## src/hdl/alm_pkg.sv

```systemverilog
// Shared types and codes for the array list with middle insert.
// Used by alm_engine and array_list_middle_insert; no dependencies.
`default_nettype none

package alm_pkg;

	localparam int CAPACITY_DEF = 64;

	localparam logic [2:0] CMD_APPEND     = 3'd0;
	localparam logic [2:0] CMD_DROP_LAST  = 3'd1;
	localparam logic [2:0] CMD_INSERT_MID = 3'd2;
	localparam logic [2:0] CMD_REMOVE_MID = 3'd3;
	localparam logic [2:0] CMD_SEARCH     = 3'd4;
	localparam logic [2:0] CMD_CLEAR      = 3'd5;

	localparam logic [1:0] ST_DONE  = 2'd0;
	localparam logic [1:0] ST_FULL  = 2'd1;
	localparam logic [1:0] ST_EMPTY = 2'd2;

	typedef struct packed {
		logic [2:0]         command;
		logic signed [31:0] value;
	} in_t;

	typedef struct packed {
		logic [1:0] status;
		logic       found;
		logic [6:0] count;
		logic       is_full;
		logic       is_empty;
	} out_t;

	// top -> engine
	typedef struct packed {
		logic start;
		logic take;
	} eng_ctl_t;

	// engine -> top
	typedef struct packed {
		logic idle;
		logic done;
	} eng_sts_t;

endpackage

`default_nettype wire

```

## src/hdl/alm_engine.sv

```systemverilog
// Element store and sequencer: one-read, one-write-port walk for shift and search.
// Depends on alm_pkg.
`default_nettype none

module alm_engine
	import alm_pkg::*;
#(
	parameter int CAPACITY = CAPACITY_DEF
) (
	input  wire logic     clk,
	input  wire logic     arst_n,
	input  wire eng_ctl_t ctl,
	input  wire in_t      item,
	output eng_sts_t      sts,
	output out_t          result
);

	localparam int AW = $clog2(CAPACITY);
	localparam int CW = $clog2(CAPACITY + 1);
	localparam logic [CW-1:0] CAP_C = CW'(CAPACITY);

	localparam logic [2:0] S_IDLE  = 3'd0;
	localparam logic [2:0] S_WALK  = 3'd1;
	localparam logic [2:0] S_DRAIN = 3'd2;
	localparam logic [2:0] S_PUT   = 3'd3;
	localparam logic [2:0] S_RESP  = 3'd4;

	logic [2:0]    state_q;
	logic [2:0]    cmd_q;
	logic [31:0]   val_q;
	logic [CW-1:0] cnt_q;
	logic [CW-1:0] new_cnt_q;
	logic [1:0]    status_q;
	logic          found_q;
	logic [AW-1:0] ptr_q;
	logic [AW-1:0] last_q;
	logic [AW-1:0] mid_q;
	logic          down_q;

	logic          vld_s1;
	logic [AW-1:0] waddr_s1;
	logic [31:0]   rdata_s1;

	logic [31:0]   mem_q [CAPACITY];

	logic          we;
	logic [AW-1:0] waddr;
	logic [31:0]   wdata;
	logic [CW-1:0] half_c;
	logic          full_c;
	logic          empty_c;

	assign half_c  = cnt_q >> 1;
	assign full_c  = (cnt_q == CAP_C);
	assign empty_c = (cnt_q == '0);

	// one write port: append at start, shifted word from the walk, or the new middle word
	always_comb begin
		we    = 1'b0;
		waddr = waddr_s1;
		wdata = rdata_s1;
		if (state_q == S_IDLE && ctl.start && item.command == CMD_APPEND && !full_c) begin
			we    = 1'b1;
			waddr = AW'(cnt_q);
			wdata = item.value;
		end else if (vld_s1 && cmd_q != CMD_SEARCH) begin
			we = 1'b1;
		end else if (state_q == S_PUT) begin
			we    = 1'b1;
			waddr = mid_q;
			wdata = val_q;
		end
	end

	always_ff @(posedge clk) begin
		if (we) begin
			mem_q[waddr] <= wdata;
		end
		rdata_s1 <= mem_q[ptr_q];
		waddr_s1 <= down_q ? AW'(ptr_q + 1'b1) : AW'(ptr_q - 1'b1);
	end

	always_ff @(posedge clk) begin
		if (state_q == S_IDLE && ctl.start) begin
			cmd_q    <= item.command;
			val_q    <= item.value;
			status_q <= ST_DONE;
			found_q  <= 1'b0;
			mid_q    <= AW'(half_c);
			last_q   <= AW'(half_c);
			case (item.command)
				CMD_APPEND: begin
					new_cnt_q <= full_c ? cnt_q : CW'(cnt_q + 1'b1);
					if (full_c) status_q <= ST_FULL;
				end
				CMD_DROP_LAST: begin
					new_cnt_q <= empty_c ? cnt_q : CW'(cnt_q - 1'b1);
					if (empty_c) status_q <= ST_EMPTY;
				end
				CMD_INSERT_MID: begin
					new_cnt_q <= full_c ? cnt_q : CW'(cnt_q + 1'b1);
					if (full_c) status_q <= ST_FULL;
					ptr_q  <= AW'(cnt_q - 1'b1);
					down_q <= 1'b1;
				end
				CMD_REMOVE_MID: begin
					new_cnt_q <= empty_c ? cnt_q : CW'(cnt_q - 1'b1);
					if (empty_c) status_q <= ST_EMPTY;
					ptr_q  <= AW'(half_c + 1'b1);
					last_q <= AW'(cnt_q - 1'b1);
					down_q <= 1'b0;
				end
				CMD_SEARCH: begin
					new_cnt_q <= cnt_q;
					ptr_q     <= '0;
					last_q    <= AW'(cnt_q - 1'b1);
					down_q    <= 1'b0;
				end
				CMD_CLEAR: begin
					new_cnt_q <= '0;
				end
				default: begin
					new_cnt_q <= cnt_q;
				end
			endcase
		end else if (state_q == S_WALK && ptr_q != last_q) begin
			ptr_q <= down_q ? AW'(ptr_q - 1'b1) : AW'(ptr_q + 1'b1);
		end
		if (vld_s1 && cmd_q == CMD_SEARCH && rdata_s1 == val_q) begin
			found_q <= 1'b1;
		end
	end

	always_ff @(posedge clk or negedge arst_n) begin
		if (!arst_n) begin
			state_q <= S_IDLE;
			cnt_q   <= '0;
			vld_s1  <= 1'b0;
		end else begin
			vld_s1 <= (state_q == S_WALK);
			case (state_q)
				S_IDLE: begin
					if (ctl.start) begin
						state_q <= S_RESP;
						case (item.command)
							CMD_INSERT_MID: begin
								if (!full_c) state_q <= empty_c ? S_PUT : S_WALK;
							end
							CMD_REMOVE_MID: begin
								if (!empty_c && CW'(half_c + 1'b1) < cnt_q) state_q <= S_WALK;
							end
							CMD_SEARCH: begin
								if (!empty_c) state_q <= S_WALK;
							end
							default: begin
								state_q <= S_RESP;
							end
						endcase
					end
				end
				S_WALK: begin
					if (ptr_q == last_q) state_q <= S_DRAIN;
				end
				S_DRAIN: begin
					state_q <= (cmd_q == CMD_INSERT_MID) ? S_PUT : S_RESP;
				end
				S_PUT: begin
					state_q <= S_RESP;
				end
				S_RESP: begin
					if (ctl.take) begin
						cnt_q   <= new_cnt_q;
						state_q <= S_IDLE;
					end
				end
				default: begin
					state_q <= S_IDLE;
				end
			endcase
		end
	end

	assign sts.idle = (state_q == S_IDLE);
	assign sts.done = (state_q == S_RESP);

	assign result.status   = status_q;
	assign result.found    = found_q;
	assign result.count    = 7'(new_cnt_q);
	assign result.is_full  = (new_cnt_q == CAP_C);
	assign result.is_empty = (new_cnt_q == '0);

endmodule

`default_nettype wire

```

## src/hdl/array_list_middle_insert.sv

```systemverilog
// Fixed-capacity ordered list of 32-bit words with middle insert/remove.
//
// Channels: req (command, value) in, res (status, found, count, is_full,
// is_empty) out, both valid/stall; an item moves when valid is high and
// stall is low. Every request item yields exactly one result item.
//
// Middle insert walks the upper half of the list and shifts it up, middle
// remove walks it and shifts it down when elements move, and search walks
// the whole list; other commands, refusals and empty lists do not walk.
// Work is serial through one element store with one read and one write
// port, one word read and one word written per cycle while walking, one
// item at a time.
// req_stall is high while an item is in the engine; the next item is taken
// the cycle after the result moves into the output register.
//
// A stalled result holds in the output register; the engine may finish
// the following item meanwhile and waits for the register to free up.
// Reset empties the list and drops any pending result. Stored words are
// not cleared; only entries below the count are ever read.
`default_nettype none

module array_list_middle_insert
	import alm_pkg::*;
#(
	parameter int CAPACITY = CAPACITY_DEF
) (
	input  wire logic clk,
	input  wire logic arst_n,
	input  wire logic req_valid,
	output logic      req_stall,
	input  wire in_t  req,
	output logic      res_valid,
	input  wire logic res_stall,
	output out_t      res
);

	eng_ctl_t ctl;
	eng_sts_t sts;
	out_t     eng_res;

	logic     res_valid_q;
	out_t     res_q;

	// take requests only when the engine sits idle
	assign req_stall = !sts.idle;
	assign ctl.start = req_valid && !req_stall;
	// output register free, or emptying this cycle
	assign ctl.take  = !res_valid_q || !res_stall;

	alm_engine #(
		.CAPACITY(CAPACITY)
	) u_engine (
		.clk    (clk),
		.arst_n (arst_n),
		.ctl    (ctl),
		.item   (req),
		.sts    (sts),
		.result (eng_res)
	);

	// load a finished result, drop it once taken, hold it while stalled
	always_ff @(posedge clk or negedge arst_n) begin
		if (!arst_n) begin
			res_valid_q <= 1'b0;
		end else if (sts.done && ctl.take) begin
			res_valid_q <= 1'b1;
		end else if (!res_stall) begin
			res_valid_q <= 1'b0;
		end
	end

	always_ff @(posedge clk) begin
		if (sts.done && ctl.take) begin
			res_q <= eng_res;
		end
	end

	assign res_valid = res_valid_q;
	assign res       = res_q;

	// an accepted item always makes the engine busy next cycle
	a_start_busy: assert property (@(posedge clk) disable iff (!arst_n)
		ctl.start |=> !sts.idle)
		else $error("engine idle right after accepting an item");

	// a finished result handed over lands in the output register
	a_done_loads: assert property (@(posedge clk) disable iff (!arst_n)
		sts.done && ctl.take |=> res_valid_q)
		else $error("finished result not loaded");

	// refusals agree with the reported flags
	a_refuse_flags: assert property (@(posedge clk) disable iff (!arst_n)
		res_valid_q |-> ((res_q.status != ST_FULL || res_q.is_full) &&
			(res_q.status != ST_EMPTY || res_q.is_empty)))
		else $error("refusal status disagrees with full/empty flags");

endmodule

`default_nettype wire
```

## config.mk

```make
export PLATFORM = sky130hd
export DESIGN_NAME = array_list_middle_insert
export DESIGN_NICKNAME = d
export VERILOG_FILES = /design/src/hdl/alm_pkg.sv /design/src/hdl/alm_engine.sv /design/src/hdl/array_list_middle_insert.sv
export SDC_FILE = /design/constraint.sdc
export NUM_CORES = 2
export LEC_CHECK = 0
export BUFFER_PORTS_ARGS = -buffer_cell sky130_fd_sc_hd__buf_4
export CORE_ASPECT_RATIO = 0.7
export CORE_MARGIN = 2
export CORE_UTILIZATION = 24
export DETAILED_ROUTE_END_ITERATION = 10
export SETUP_SLACK_MARGIN = 0.1
export SLEW_MARGIN = 10
export SYNTH_ARGS = -nofsm -noshare
export SYNTH_HDL_FRONTEND = slang
export SYNTH_SLANG_ARGS = --single-unit
```

## constraint.sdc

```tcl
create_clock -name clk -period 6 [get_ports clk]
set_input_delay 1.2 -clock clk [delete_from_list [all_inputs] [get_ports clk]]
set_output_delay 1.2 -clock clk [all_outputs]
set_load 0.02 [all_outputs]
```

**Word-level counts from Yosys, hierarchy flattened**

Memory sizes are Yosys's and may differ from the RTL's. A register that Yosys moved wholly into a read port is not among the register bits.
Cells that the tools add are included.

- Bits in registers: 94
- Bits in latches: 0
- Bits in writable memories: 2,048
- Memory bits (read-only): 0
- Input bits: 39
- Logic and storage cells: 113
- Memories: 1

- $add $sub $neg: 5
- Multipliers: 0
- Divide/modulo/power cells: 0
- $lt $le $gt $ge: 1
- Eq/ne operators: 22
- Shift-type cells: 0
- Muxes and demuxes: 36
- Bitwise operators: 0
- Reductions and logical operators: 29

Memory list:

| memory | depth | width | rd ports | clocked after memory_dff | write ports | line | text |
|---|---|---|---|---|---|---|---|
| u_engine.mem_q | 64 | 32 | 1 | 1 | 1 | alm_engine.sv:44 | `logic [31:0] mem_q [CAPACITY];` |

Operators with widths:

| cell | number |
|---|---|
| $mux 32 | 3 |
| $mux 6 | 8 |
| $eq 32x32->1 | 1 |
| $mux 3 | 7 |
| $pmux 7 s3 | 1 |
| $pmux 6 s3 | 1 |
| $eq 3x2->1 const B | 5 |
| $pmux 3 s5 | 1 |
| $eq 7x7->1 const B | 2 |
| $logic_not 7->1 | 2 |
| $mux 7 | 2 |
| $eq 3x3->1 const B | 4 |
| $logic_and 1x1->1 | 10 |
| $pmux 3 s3 | 1 |
| $mux 1 | 8 |
| $add 6x1->7 const B | 1 |
| $add 7x1->7 const B | 1 |
| $lt 7x7->1 | 1 |
| $sub 7x1->7 const B | 1 |
| $add 6x1->6 const B | 1 |
| $eq 3x1->1 const B | 2 |
| $eq 6x6->1 | 1 |
| $logic_not 3->1 | 2 |
| $ne 6x6->1 | 1 |
| other kinds (14) | 26 |

**Depth between registers and ports, before layout**

- Depth after elaboration: 8
- Mapped depth: 11
- Depth with buffers taken out: 10

**Modules after synthesis**

From an unflattened synthesis, not the netlist that was laid out.

- Cells, all modules: 4,093
- Area, all modules: 84,350.9 um^2

By module, submodules not included:

| module | instances | cells each | area an instance (um^2) | sequential area each (um^2) |
|---|---|---|---|---|
| alm_engine | 1 | 4,075 | 83,933.0 | 64,446.8 |
| array_list_middle_insert | 1 | 18 | 417.9 | 385.4 |

**Worst setup path before layout**

No wires, ideal clock.

- Path kind: input to register
- Start point: input port req_valid
- End point: memory u_engine.mem_q[0][11], data pin
- Setup time: 588 ps
- Arrival: 4,199 ps
- Setup slack: 1,212 ps
- Cell stages on the path: 7
- Buffers on the path: 3
- Cell sequence: or4b_1 -> buf_6 -> nor2_8 -> nand2_2 -> buf_2 -> clkbuf_1 -> a31oi_1

- Longest elaborated chain between the ends: 5

Ends and longest elaborated chain:

| element | line | text |
|---|---|---|
| from (decl) | array_list_middle_insert.sv:29 | `input wire logic req_valid,` |
| $logic_and 1x1->1 | array_list_middle_insert.sv:46 | `assign ctl.start = req_valid && !req_stall;` |
| $logic_and 1x1->1 (3 in a row) | alm_engine.sv:62 | `if (state_q == S_IDLE && ctl.start && item.command == CMD_APPEND && !full_c) begin` |
| $mux 32 | alm_engine.sv:62 |  |
| via u_engine.wdata[11] | alm_engine.sv:48 | `logic [31:0] wdata;` |
| to (decl) | alm_engine.sv:44 |  |

The timed path passes the listed nets, and every way through them passes these cells.

**Worst setup path in the final report**

- Start point: register u_engine.cnt_q[0]
- End point: memory u_engine.mem_q[22][31], enable pin

- Longest elaborated chain between the ends: 6
- Elaborated cells on any way between the ends: 7

Ends and longest elaborated chain:

| element | line | text |
|---|---|---|
| from (decl) | alm_engine.sv:31 | `logic [CW-1:0] cnt_q;` |
| from (signal assigned) | alm_engine.sv:172 | `cnt_q <= new_cnt_q;` |
| $eq 7x7->1 | alm_engine.sv:54 | `assign full_c = (cnt_q == CAP_C);` |
| $logic_not 1->1 | alm_engine.sv:62 |  |
| $logic_and 1x1->1 | alm_engine.sv:62 |  |
| $mux 1 | alm_engine.sv:62 |  |
| $mux 1 | alm_engine.sv:76 | `if (we) begin` |
| $mux 1 (not written as such) | alm_engine.sv:77 | `mem_q[waddr] <= wdata;` |

Parallel ways exist; a longest one is shown, timed or not.

==> flow_summary.json <==
{
  "synthTopCellsByCount": "edfxtp_1 (2,123), mux4_2 (514), nor2_1 (132), nand2_1 (120), a22oi_1 (110)",
  "grtUsageTotal_pct": 11.4,
  "cts-root-buf": "clkbuf_16",
  "synth_edf_count": 2123,
  "synth_flop_cell": "edfxtp_1",
  "grt_use_met2_pct": 17.2,
  "layout_setup_ws_ps": 1510,
  "power_mw": 44.1,
  "fin_nets": 4154,
  "async_flop_share_pct": 0.552,
  "power.leakage_nw": 29.7,
  "chipWidth_um": 712,
  "start_kind": "flop",
  "skew_ps": 57.4,
  "setup_tns_ps": 0,
  "finalCriticalPeriod_ps": 4490,
  "cts_resized": 0,
  "min-delay-path-class": "primary input to asynchronous set/reset pin",
  "synth.distinct_cells": 80,
  "maxCapViolCount": 0,
  "portBuffers": 52,
  "path_class": "flop to flop",
  "row_count": 182,
  "status": "finished, final reports clean",
  "core_um2": 350000,
  "cts_setup_buffers": 0,
  "cts_buffers": 200,
  "first_global_vias": 40734,
  "h-tree-depth": 4,
  "avgRoutedWirePerCell_um": 23.5,
  "cts_sinks": 2174,
  "postRouteAntennaNets": 0,
  "ir_drop_mv": 0.307,
  "endpoint_kind": "flop",
  "numPlacedInstances": 8594,
  "cts_hold_buf": 0,
  "use_met1_pct": 17.1,
  "grt_remaining_overflow": 0,
  "synthTopCellsByArea": "edfxtp_1 (76%), mux4_2 (14%), a22oi_1 (0.98%)",
  "clock_path_buffers": 4,
  "dp.final_hpwl_um": 126000,
  "firstDrtPassIters": 5,
  "wirelength_um": 210000,
  "synthToLayoutAreaGrowth_pct": 16.2,
  "io_pins": 53,
  "yosysTopAreaCell": "edfxtp_1",
  "crit_fanout": 67,
  "clk_latency_ps": 830,
  "setup_viol": 0,
  "relSlewSlack_pct": 9.90,
  "slew_violations": 0,
  "avgSynthCellArea_um2": 21.5,
  "num_vias": 41185,
  "yosys_warnings": 0,
  "grt_pass1_wl_um": 301000,
  "syn_area_um2": 84300,
  "holdWs_ps": 234,
  "initial_core_util_pct": 24.0,
  "rr_worst_depth": 9,
  "crit_required_ps": 6510,
  "grt_busiest_layer": "met2",
  "grt_antenna_before_repair": 3,
  "synth_fp_nets": 3961,
  "synth-seq-cells": 2174,
  "dp_slack_ps": 1310,
  "clock.fmax_ghz": 0.223,
  "viasPerCell": 4.60,
  "die_h_um": 500,
  "cts_tree": "yes",
  "grtUsageMet3_pct": 1.82,
  "instances_no_fill": 8948,
  "drc": 0,
  "clkTransAtPathRegs_ps": 60,
  "rsz0062_at_grt": "no",
  "grt_max_degree": 97,
  "drive_gt1_share_pct": 26.9,
  "crit_arrival_ps": 5000,
  "yosysTopAreaCellShare_pct": 75.6,
  "finalCritPeriodShare_pct": 74.9,
  "ys_seq_area_share_pct": 76.9,
  "gp_congestion": 0.851,
  "first_iter_violations": 5045,
  "synth.most_common_cell": "edfxtp_1",
  "dieArea_um2": 356000,
  "tightestPinTransition_ps": 1340,
  "power_density_nw_per_um2": 451,
  "netlist_instances": 3911,
  "finalHoldViolCount": 0
}
-- worst max-delay path: stages, from the launching register on --
cell	delay, ps
dfrtp_1	580
inv_1	270
ha_1	310
nand2b_1	190
o31a_1	520
nand2_4	250
buf_12	330
a31oi_1	520
nor2_4	800
buf_4	350
-- cells by family after synthesis --
| kind of cell | share of synthesized area (%) |
|---|---|
| DFF | 76.9 |
| buffers and inverters | 1.51 |
| and+or+nand+nor | 2.19 |
| xor gates and xnor gates | 0.603 |
| muxes | 14.5 |
| AOI/OAI and AO/OA | 4.16 |
| adders and majority gates | 0.163 |
-- sequential cells by signal (all words and copies together), names as in the netlist, 3 cells and up --
| name | count |
|---|---|
| u_engine.rdata_s1 | 32 |
| u_engine.mem_q | 2048 |
| u_engine.val_q | 32 |
| u_engine.cmd_q | 3 |
| u_engine.last_q | 6 |
| res | 12 |
| u_engine.cnt_q | 7 |
| u_engine.new_cnt_q | 7 |
| u_engine.state_q | 3 |
| u_engine.mid_q | 6 |
| u_engine.ptr_q | 6 |
| u_engine.waddr_s1 | 6 |
-- cells in the final DEF (no fill, tap or decap), drive strengths merged, types with 11 or more instances in the layout --
cell type / count
edfxtp: 2123
mux4: 514
clkbuf: 263
buf: 219
nor2: 134
nand2: 121
a22oi: 110
clkinv: 79
a221oi: 62
a21oi: 54
mux2i: 50
a22o: 46
a31oi: 44
dfxtp: 39
xnor2: 38
o22ai: 38
o21ai: 34
nor3: 29
a211o: 23
xor2: 20
inv: 19
nor2b: 15
nand3: 14
nand2b: 14
nor4: 13
o31ai: 13
dfrtp: 12
ha: 11
bufinv: 11
-- through the flow --
stage	util (%)	instance area, um^2
global route	27.9	97900
detailed placement	26.2	91800
floorplan	-	84300
finish	27.9	97900
CTS	27.9	97900
global placement	26.2	91800
-- path summary, 6_finish.rpt --
check                                      from                      to  slack [ps]
max                           u_engine.cnt_q[0]  u_engine.mem_q[22][31]        1510
max in group asynchronous                arst_n               res_valid        5580
max reg2reg                   u_engine.cnt_q[0]  u_engine.mem_q[22][31]        1510
min                                      arst_n       u_engine.cnt_q[5]         230
min in group clk           u_engine.status_q[1]                 res[11]         420
min reg2reg                u_engine.status_q[1]                 res[11]         420
-- where the power goes --
part           internal, mW  switching, mW
clock                  6.77           5.35
sequential             19.7          0.503
combinational          3.91           7.87
-- layer usage --
layer / part of all wire [%] / up-vias / wire [um]
met5: 0.0095 / - / 20
met3: 7.3 / 266 / 15200
met1: 46 / 22261 / 95700
li1: - / 16939 / -
met2: 45 / 1717 / 94200
met4: 2.3 / 2 / 4880
-- layout make-up --
cell class / count / area (um^2)
fill: 34127 / 253000
sequential: 2174 / 64800
multi-input combinational: 1489 / 19200
tap: 4692 / 5870
clock buffer: 263 / 5390
timing repair buffer: 219 / 1840
clock inverter: 90 / 702
inverter: 20 / 87.6
antenna: 1 / 2.50
Note: power is estimated with default switching activity, not from simulation.
